File: config.mk
export PLATFORM = sky130hd
export DESIGN_NAME = sorted_pair_merge_unit_top_flat
export DESIGN_NICKNAME = d
export VERILOG_FILES = /design/src/sv/spmu_pkg.sv /design/src/sv/spmu_if.sv /design/src/sv/spmu_seq_store.sv /design/src/sv/sorted_pair_merge_unit_top.sv /design/src/flat_wrapper.sv
export SDC_FILE = /design/constraint.sdc
export NUM_CORES = 2
export LEC_CHECK = 0
export BUFFER_PORTS_ARGS = -buffer_cell sky130_fd_sc_hd__clkbuf_2
export CAP_MARGIN = 20
export CELL_PAD_IN_SITES_DETAIL_PLACEMENT = 1
export CELL_PAD_IN_SITES_GLOBAL_PLACEMENT = 1
export CORE_ASPECT_RATIO = 1.25
export CORE_MARGIN = 2
export CORE_UTILIZATION = 45
export CTS_CLUSTER_DIAMETER = 30
export DETAILED_ROUTE_END_ITERATION = 8
export PLACE_DENSITY = 0.75
export SKIP_CTS_REPAIR_TIMING = 1
export SLEW_MARGIN = 10
export SYNTH_ARGS = -nofsm -noshare
export SYNTH_HDL_FRONTEND = slang
export SYNTH_SLANG_ARGS = --single-unit
export TNS_END_PERCENT = 100
File: constraint.sdc
create_clock -name clk -period 5.3 [get_ports clk]
set_clock_uncertainty 0.1 [all_clocks]
set_input_delay 0.53 -clock clk [delete_from_list [all_inputs] [get_ports clk]]
set_output_delay 0.53 -clock clk [all_outputs]
set_load 0.02 [all_outputs]
File: src/sv/spmu_pkg.sv
// Shared types and constants of the sorted pair merge unit
package spmu_pkg;

  localparam int SEQ_DEPTH_DEF = 32;
  localparam int CAT_W         = 8;
  localparam int IMP_W         = 16;
  localparam int OPC_W         = 2;

  localparam logic [OPC_W-1:0] OP_APPEND_A = 2'd0;
  localparam logic [OPC_W-1:0] OP_APPEND_B = 2'd1;
  localparam logic [OPC_W-1:0] OP_MERGE    = 2'd2;

  typedef struct packed {
    logic [CAT_W-1:0] category;
    logic [IMP_W-1:0] impact;
  } rec_t;

  typedef enum logic {
    ST_IDLE,
    ST_MERGE
  } state_t;

endpackage

File: src/sv/spmu_if.sv
// Valid/ready channel interfaces for the input and result beats
interface spmu_in_if import spmu_pkg::*; ();
  logic             valid;
  logic             ready;
  logic [OPC_W-1:0] opcode;
  logic [CAT_W-1:0] category;
  logic [IMP_W-1:0] impact;

  modport source (output valid, output opcode, output category, output impact, input ready);
  modport sink   (input valid, input opcode, input category, input impact, output ready);
endinterface

interface spmu_out_if import spmu_pkg::*; ();
  logic             valid;
  logic             ready;
  logic [CAT_W-1:0] out_category;
  logic [IMP_W-1:0] out_impact;
  logic             from_second;
  logic             last_item;

  modport source (output valid, output out_category, output out_impact,
                  output from_second, output last_item, input ready);
  modport sink   (input valid, input out_category, input out_impact,
                  input from_second, input last_item, output ready);
endinterface

File: src/sv/spmu_seq_store.sv
// One record store: single write port, single read port with registered data
module spmu_seq_store import spmu_pkg::*; #(
  parameter int DEPTH = SEQ_DEPTH_DEF,
  parameter int AW    = $clog2(DEPTH)
) (
  input  logic          clk,
  input  logic          wr_en,
  input  logic [AW-1:0] wr_addr,
  input  rec_t          wr_data,
  input  logic [AW-1:0] rd_addr,
  output rec_t          rd_data
);

  rec_t mem [DEPTH];
  rec_t rd_data_r;

  always_ff @(posedge clk) begin
    if (wr_en) begin
      mem[wr_addr] <= wr_data;
    end
  end

  always_ff @(posedge clk) begin
    rd_data_r <= mem[rd_addr];
  end

  assign rd_data = rd_data_r;

endmodule

File: src/sv/sorted_pair_merge_unit_top.sv
// Top level of the sorted pair merge unit: two record stores and the merge walker
//
//   channel   dir   beat contents                                  handshake
//   in_ch     in    opcode, category, impact                       valid/ready
//   out_ch    out   out_category, out_impact, from_second, last    valid/ready
//
// in_ch.ready is high whenever no merge runs, so appends are taken only then.
// A merge beat emits count_a + count_b records, one a cycle while out_ch
// does not stall; the pace is set by the single read port of each store,
// read one address ahead of the head pointers.
// Reset (rst_n low, synchronous) empties both sequences and the output stage;
// store contents are not cleared and need no clearing pass.
// A stall on out_ch holds the walk: pointers, read addresses and head records
// stay put until the waiting beat is taken.
module sorted_pair_merge_unit_top import spmu_pkg::*; #(
  parameter int SEQ_DEPTH = SEQ_DEPTH_DEF
) (
  input  logic       clk,
  input  logic       rst_n,
  spmu_in_if.sink    in_ch,
  spmu_out_if.source out_ch
);

  localparam int AW = $clog2(SEQ_DEPTH);
  localparam int CW = $clog2(SEQ_DEPTH + 1);
  localparam logic [CW-1:0] DEPTH_C = CW'(SEQ_DEPTH);

  state_t        state_r, state_nxt;
  logic [CW-1:0] cnt_a_r, cnt_a_nxt;
  logic [CW-1:0] cnt_b_r, cnt_b_nxt;
  logic [CW-1:0] ia_r, ia_nxt;
  logic [CW-1:0] ib_r, ib_nxt;
  logic          out_valid_r, out_valid_nxt;
  rec_t          out_rec_r, out_rec_nxt;
  logic          out_src_r, out_src_nxt;
  logic          out_last_r, out_last_nxt;

  logic          acc_in;
  logic          wr_a, wr_b;
  rec_t          in_rec;
  rec_t          head_a, head_b;
  logic          a_done, b_done, a_wins, take_a, emit, last;
  logic [CW-1:0] ia_inc, ib_inc;

  assign in_ch.ready = (state_r == ST_IDLE);
  assign acc_in      = in_ch.valid && in_ch.ready;
  assign in_rec      = '{category: in_ch.category, impact: in_ch.impact};

  // drop appends to a full sequence
  assign wr_a = acc_in && (in_ch.opcode == OP_APPEND_A) && (cnt_a_r < DEPTH_C);
  assign wr_b = acc_in && (in_ch.opcode == OP_APPEND_B) && (cnt_b_r < DEPTH_C);

  // Stores are read at the next pointer value so the head records are ready
  // in the cycle after each advance.
  spmu_seq_store #(.DEPTH(SEQ_DEPTH), .AW(AW)) u_store_a (
    .clk     (clk),
    .wr_en   (wr_a),
    .wr_addr (cnt_a_r[AW-1:0]),
    .wr_data (in_rec),
    .rd_addr (ia_nxt[AW-1:0]),
    .rd_data (head_a)
  );

  spmu_seq_store #(.DEPTH(SEQ_DEPTH), .AW(AW)) u_store_b (
    .clk     (clk),
    .wr_en   (wr_b),
    .wr_addr (cnt_b_r[AW-1:0]),
    .wr_data (in_rec),
    .rd_addr (ib_nxt[AW-1:0]),
    .rd_data (head_b)
  );

  // Head comparison: higher impact first, then lower category, full tie to A.
  assign a_done = (ia_r == cnt_a_r);
  assign b_done = (ib_r == cnt_b_r);
  assign a_wins = (head_a.impact > head_b.impact) ||
                  ((head_a.impact == head_b.impact) && (head_a.category <= head_b.category));
  assign take_a = !a_done && (b_done || a_wins);
  assign ia_inc = ia_r + CW'(1);
  assign ib_inc = ib_r + CW'(1);
  assign last   = take_a ? ((ia_inc == cnt_a_r) && b_done)
                         : ((ib_inc == cnt_b_r) && a_done);

  // the output register is free when empty or being drained this cycle
  assign emit = (state_r == ST_MERGE) && (!out_valid_r || out_ch.ready);

  always_comb begin
    state_nxt     = state_r;
    cnt_a_nxt     = cnt_a_r;
    cnt_b_nxt     = cnt_b_r;
    ia_nxt        = ia_r;
    ib_nxt        = ib_r;
    out_valid_nxt = out_valid_r && !out_ch.ready;
    out_rec_nxt   = out_rec_r;
    out_src_nxt   = out_src_r;
    out_last_nxt  = out_last_r;
    unique case (state_r)
      ST_IDLE: begin
        if (wr_a) begin
          cnt_a_nxt = cnt_a_r + CW'(1);
        end
        if (wr_b) begin
          cnt_b_nxt = cnt_b_r + CW'(1);
        end
        // an empty merge emits nothing and leaves the counts at zero
        if (acc_in && (in_ch.opcode == OP_MERGE) &&
            ((cnt_a_r != '0) || (cnt_b_r != '0))) begin
          state_nxt = ST_MERGE;
        end
      end
      ST_MERGE: begin
        if (emit) begin
          out_valid_nxt = 1'b1;
          out_rec_nxt   = take_a ? head_a : head_b;
          out_src_nxt   = !take_a;
          out_last_nxt  = last;
          if (take_a) begin
            ia_nxt = ia_inc;
          end else begin
            ib_nxt = ib_inc;
          end
          if (last) begin
            // empty both sequences and rewind the walk
            cnt_a_nxt = '0;
            cnt_b_nxt = '0;
            ia_nxt    = '0;
            ib_nxt    = '0;
            state_nxt = ST_IDLE;
          end
        end
      end
      default: begin
        state_nxt = ST_IDLE;
      end
    endcase
  end

  always_ff @(posedge clk) begin
    if (!rst_n) begin
      state_r     <= ST_IDLE;
      cnt_a_r     <= '0;
      cnt_b_r     <= '0;
      ia_r        <= '0;
      ib_r        <= '0;
      out_valid_r <= 1'b0;
    end else begin
      state_r     <= state_nxt;
      cnt_a_r     <= cnt_a_nxt;
      cnt_b_r     <= cnt_b_nxt;
      ia_r        <= ia_nxt;
      ib_r        <= ib_nxt;
      out_valid_r <= out_valid_nxt;
    end
  end

  always_ff @(posedge clk) begin
    out_rec_r  <= out_rec_nxt;
    out_src_r  <= out_src_nxt;
    out_last_r <= out_last_nxt;
  end

  assign out_ch.valid        = out_valid_r;
  assign out_ch.out_category = out_rec_r.category;
  assign out_ch.out_impact   = out_rec_r.impact;
  assign out_ch.from_second  = out_src_r;
  assign out_ch.last_item    = out_last_r;

endmodule

File: src/flat_wrapper.sv
// flat-port wrapper written by rule: the top's interface ports become plain ports
module sorted_pair_merge_unit_top_flat import spmu_pkg::*;
#(
  parameter int SEQ_DEPTH = SEQ_DEPTH_DEF
)
  (clk, rst_n, in_ch_valid, in_ch_opcode, in_ch_category, in_ch_impact, in_ch_ready, out_ch_valid, out_ch_out_category, out_ch_out_impact, out_ch_from_second, out_ch_last_item, out_ch_ready);
  spmu_in_if in_ch_i ();
  spmu_out_if out_ch_i ();
  input  logic clk;
  input  logic rst_n;
  input wire logic [$bits(in_ch_i.valid)-1:0] in_ch_valid;
  input wire logic [$bits(in_ch_i.opcode)-1:0] in_ch_opcode;
  input wire logic [$bits(in_ch_i.category)-1:0] in_ch_category;
  input wire logic [$bits(in_ch_i.impact)-1:0] in_ch_impact;
  output wire logic [$bits(in_ch_i.ready)-1:0] in_ch_ready;
  output wire logic [$bits(out_ch_i.valid)-1:0] out_ch_valid;
  output wire logic [$bits(out_ch_i.out_category)-1:0] out_ch_out_category;
  output wire logic [$bits(out_ch_i.out_impact)-1:0] out_ch_out_impact;
  output wire logic [$bits(out_ch_i.from_second)-1:0] out_ch_from_second;
  output wire logic [$bits(out_ch_i.last_item)-1:0] out_ch_last_item;
  input wire logic [$bits(out_ch_i.ready)-1:0] out_ch_ready;
  assign in_ch_i.valid = in_ch_valid;
  assign in_ch_i.opcode = in_ch_opcode;
  assign in_ch_i.category = in_ch_category;
  assign in_ch_i.impact = in_ch_impact;
  assign in_ch_ready = in_ch_i.ready;
  assign out_ch_valid = out_ch_i.valid;
  assign out_ch_out_category = out_ch_i.out_category;
  assign out_ch_out_impact = out_ch_i.out_impact;
  assign out_ch_from_second = out_ch_i.from_second;
  assign out_ch_last_item = out_ch_i.last_item;
  assign out_ch_i.ready = out_ch_ready;
  sorted_pair_merge_unit_top #(.SEQ_DEPTH(SEQ_DEPTH)) u_core (.clk(clk), .rst_n(rst_n), .in_ch(in_ch_i), .out_ch(out_ch_i));
endmodule
==> reports/qor.csv <==
stage,metric,value,unit
run_status,run status,finished with violations,
run_status,failing checks,setup timing,
synthesis,cell taking the most area after synthesis,edfxtp_1,
worst_setup_path,data required time of the critical path,5.96,ns
placement,Post-DP HPWL,115000,um
clock_network,clk slew on worst S/H paths,0.06,ns
sta,post-route setup slack,-0.0166,ns
clock_network,number of buffers created by CTS,291,
drt,Post-Route WL,216000,um
sta,actual slew at the worst max-slew pin,1.17,ns
sta,pins over their slew limit,0,
global_route,initial antenna violation count,15,
clock_network,clock tree from TritonCTS,yes,
worst_setup_path,crit path max fanout,30,
floorplanning,io pins,58,
drt,routed wire length on met3,19600,um
floorplanning,Chip Height,428,um
clock_network,root buffer cell,clkbuf_16,
sta,highest clock rate,188,MHz
sta,number of endpoints with negative hold slack in the final report,0,
power,Logic pwr share,2.9,%
min_path,Hold/Removal Path Class,in2reg,
finish,FILL cells,13179,
worst_setup_path,Worst path max stage delay,0.51,ns
floorplanning,Std-Cell Core Area,143000,um^2
power,switching power,7.33,mW
power,sequential share of power,42.3,%
synthesis,Post-Synthesis Net Count,4140,
synthesis,top_reg_cell synth,edfxtp_1,
placement,routability cong.,0.857,
global_route,sum of overflow across all layers after global routing,0,
global_route,pin count of the biggest net entering global routing,97,
power,pwr/cell area,428,nW/um^2
drt,WL met2,105000,um
power,power share of the clock group,54.9,%
power,proportion of total power due to net switching,21.7,%
placement,count of buffers from port buffering,57,
synthesis,post-synth cell types,84,
synthesis,dominant cells by area after synthesis,"edfxtp_1 (73%), nand2_1 (3.4%), mux2i_1 (3.4%)",
floorplanning,die outline area,147000,um^2
synthesis,summed instance area of the synthesized netlist,64700,um^2
drt,number of design rule violations left after detail routing,0,
drt,remaining number of nets flagged by the antenna check after routing,0,
worst_setup_path,cell with the largest stage delay on the worst path,a221o_2,
global_route,global-route wire length before repair,310000,um
finish,share of cells above drive strength 1,22.0,%
sta,Final Critical Period,5.32,ns
sta,setup repair after global routing missed its margin,yes,
synthesis,number of enable-type register cells in the synthesized netlist,1562,
floorplanning,Starting Density,45.3,%
worst_setup_path,data arrival time of the worst path,5.97,ns
synthesis,proportion of netlist area held by the largest area contributor,72.5,%
synthesis,top post-synthesis cells by count,"edfxtp_1 (1,562), nand2_1 (590), mux2i_1 (217)",
flow_run,count of max-cap constraint violations,0,
finish,area of combinational cells with multiple inputs,15300,um^2
worst_setup_path,category of the worst setup path capture point,register,
finish,area growth from synthesis to layout,21.8,%
sta,worst slew margin relative to its limit,21.9,%
floorplanning,cell row count,155,
drt,drt pass-1 iters,6,
drt,top sig layer,met5,
clock_network,clk buf depth,4,
worst_setup_path,chain of cells forming the critical path,inv_1 -> ha_1 -> and4_1 -> o21ai_0 -> nor4_2 -> o311ai_2 -> buf_4 -> a311oi_4 -> buf_4 -> a22o_4 -> buf_16 -> mux4_2 -> nand4_1 -> nand4_1 -> a221o_2,
synthesis,top-count cell post-synth,edfxtp_1,
clock_network,Clock Sink Count,1636,
finish,Nets,4501,
drt,routed metal-1 wire length,79600,um
drt,routed via count divided by cell count,6.40,
synthesis,total number of yosys warnings,0,
worst_setup_path,dominant delay contributor by cell family on the critical path,compound AO/OA/AOI/OAI gates,
clock_network,clock latency at the later pin of the worst-skew pair,0.91,ns
synthesis,Avg Inst Size Synth,15.9,um^2
drt,WL/cell,33.1,um
sta,total setup violations reported at the end of the flow,3,
power,Pint,26.4,mW
drt,Starting DRT DRC Count,5114,
worst_setup_path,Critical Path Start Type,register,
floorplanning,Die Span X,343,um
power,worst supply voltage drop on vdd,0.257,mV
worst_setup_path,CP Class,reg2reg,
power,Lkg Pwr,25.9,nW
global_route,via count of the first global-routing pass,44474,
sta,Final Cycle Share,100,%
synthesis,number of standard cells after synthesis,4076,
drt,via count,41824,
synthesis,async set or reset register ratio after synthesis,0,%
clock_network,total number of H-tree levels,5,
sta,Setup TNS,-0.0267,ns
global_route,total routing resource utilization after global routing,29.1,%
synthesis,synthesized flop and latch total,1636,
synthesis,part of the Yosys area used for sequential elements,74.8,%
finish,final design utilization,55.2,%
worst_setup_path,number of buffers and inverters on the critical path,4,
finish,sequential cell area in the final layout,48400,um^2
-- per-layer routing --
metal,track usage [%],vias to the layer above
met5,0,-
met1,36.6,21615
li1,-,16969
met4,15.6,14
met2,47.1,2630
met3,6.30,596
-- state kept, by name, indices dropped and copies added, names as in the netlist --
register / cells
u_core.cnt_b_r: 6
u_core.out_ch.out_impact: 16
u_core.u_store_b.mem: 768
u_core.ib_r: 6
u_core.out_ch.out_category: 8
u_core.out_ch.last_item: 1
u_core.u_store_b.rd_data: 24
u_core.u_store_a.rd_data: 24
u_core.state_r: 1
u_core.ia_r: 6
u_core.out_ch.from_second: 1
u_core.u_store_a.mem: 768
u_core.out_ch.valid: 1
u_core.cnt_a_r: 6
-- cell type report --
class	count	share of cell area (%)
multi-input combinational	2106	19.4
clock buffer	335	9.69
clock inverter	166	2.43
sequential	1636	61.4
timing repair buffer	342	3.77
inverter	60	0.286
tap	1884	2.99
antenna	2	0.00635
-- worst reg2reg max path: stages (launching register included) --
cell and delay, ns:
dfxtp_1 0.49, inv_1 0.11, ha_1 0.29, and4_1 0.25
o21ai_0 0.26, nor4_2 0.44, o311ai_2 0.32, buf_4 0.28
a311oi_4 0.37, buf_4 0.26, a22o_4 0.35, buf_16 0.26
mux4_2 0.40, nand4_1 0.13, nand4_1 0.36, a221o_2 0.52
-- cells in the final DEF (no fill, tap or decap), drive strengths merged, types with 36 or more instances in the layout --
| master | instances |
|---|---|
| o21ai | 86 |
| a31oi | 36 |
| dfxtp | 74 |
| mux2i | 219 |
| clkbuf | 392 |
| nand2 | 590 |
| nor4 | 52 |
| nand3 | 42 |
| a32oi | 72 |
| nand4 | 134 |
| edfxtp | 1562 |
| buf | 283 |
| a221oi | 100 |
| nor2 | 101 |
| clkinv | 83 |
| mux4 | 96 |
| o211ai | 75 |
| a21oi | 202 |
| inv | 91 |
-- power by group through the flow --
stage               Clock [mW]  Combinational [mW]  Sequential, mW
floorplan                    0               0.353            14.5
global placement             0               0.893            14.5
detailed placement           0               0.921            14.5
CTS                       18.6               0.945            14.3
global route              19.1                1.00            14.3
finish                    18.5               0.968            14.3
-- stage by stage --
| stage | instance area [um^2] | hold slack, ns | setup WS (ns) | total power [mW] | instances |
|---|---|---|---|---|---|
| floorplan | 64700 | 0.363 | 1.53 | 14.9 | 4076 |
| global placement | 69100 | 0.378 | 0.0584 | 15.4 | 6025 |
| detailed placement | 69100 | 0.404 | -0.0509 | 15.4 | 6025 |
| CTS | 78700 | -0.102 | -0.0935 | 33.8 | 6526 |
| global route | 78800 | 0.0371 | -0.0420 | 34.4 | 6529 |
| finish | 78800 | 0.0273 | -0.0166 | 33.7 | 6531 |
-- cells by family after synthesis --
logic type               after synthesis  synth area share [%]
XOR/XNOR                              24                 0.325
flip-flops                          1636                  74.8
buffers and inverters                334                  2.19
AND/OR/NAND/NOR                      988                  6.86
AO/OA/AOI/OAI                        720                  8.00
adder cells (fa/ha/maj)               34                 0.658
multiplexers                         340                  7.18
-- worst paths after layout --
check                                        end                                 from  slack, ns  cells after the start
max          u_core.u_store_b.rd_data[8]$_DFF_P_  u_core.u_store_a.rd_data[0]$_DFF_P_      -0.02                     15
min               u_core.out_ch.valid$_SDFF_PN0_                         out_ch_ready       0.03                      3
max reg2reg  u_core.u_store_b.rd_data[8]$_DFF_P_  u_core.u_store_a.rd_data[0]$_DFF_P_      -0.02                     15
min reg2reg          u_core.ib_r[5]$_SDFFE_PN0P_          u_core.ib_r[5]$_SDFFE_PN0P_       0.43                      2
(Power assumes the default switching activity.)
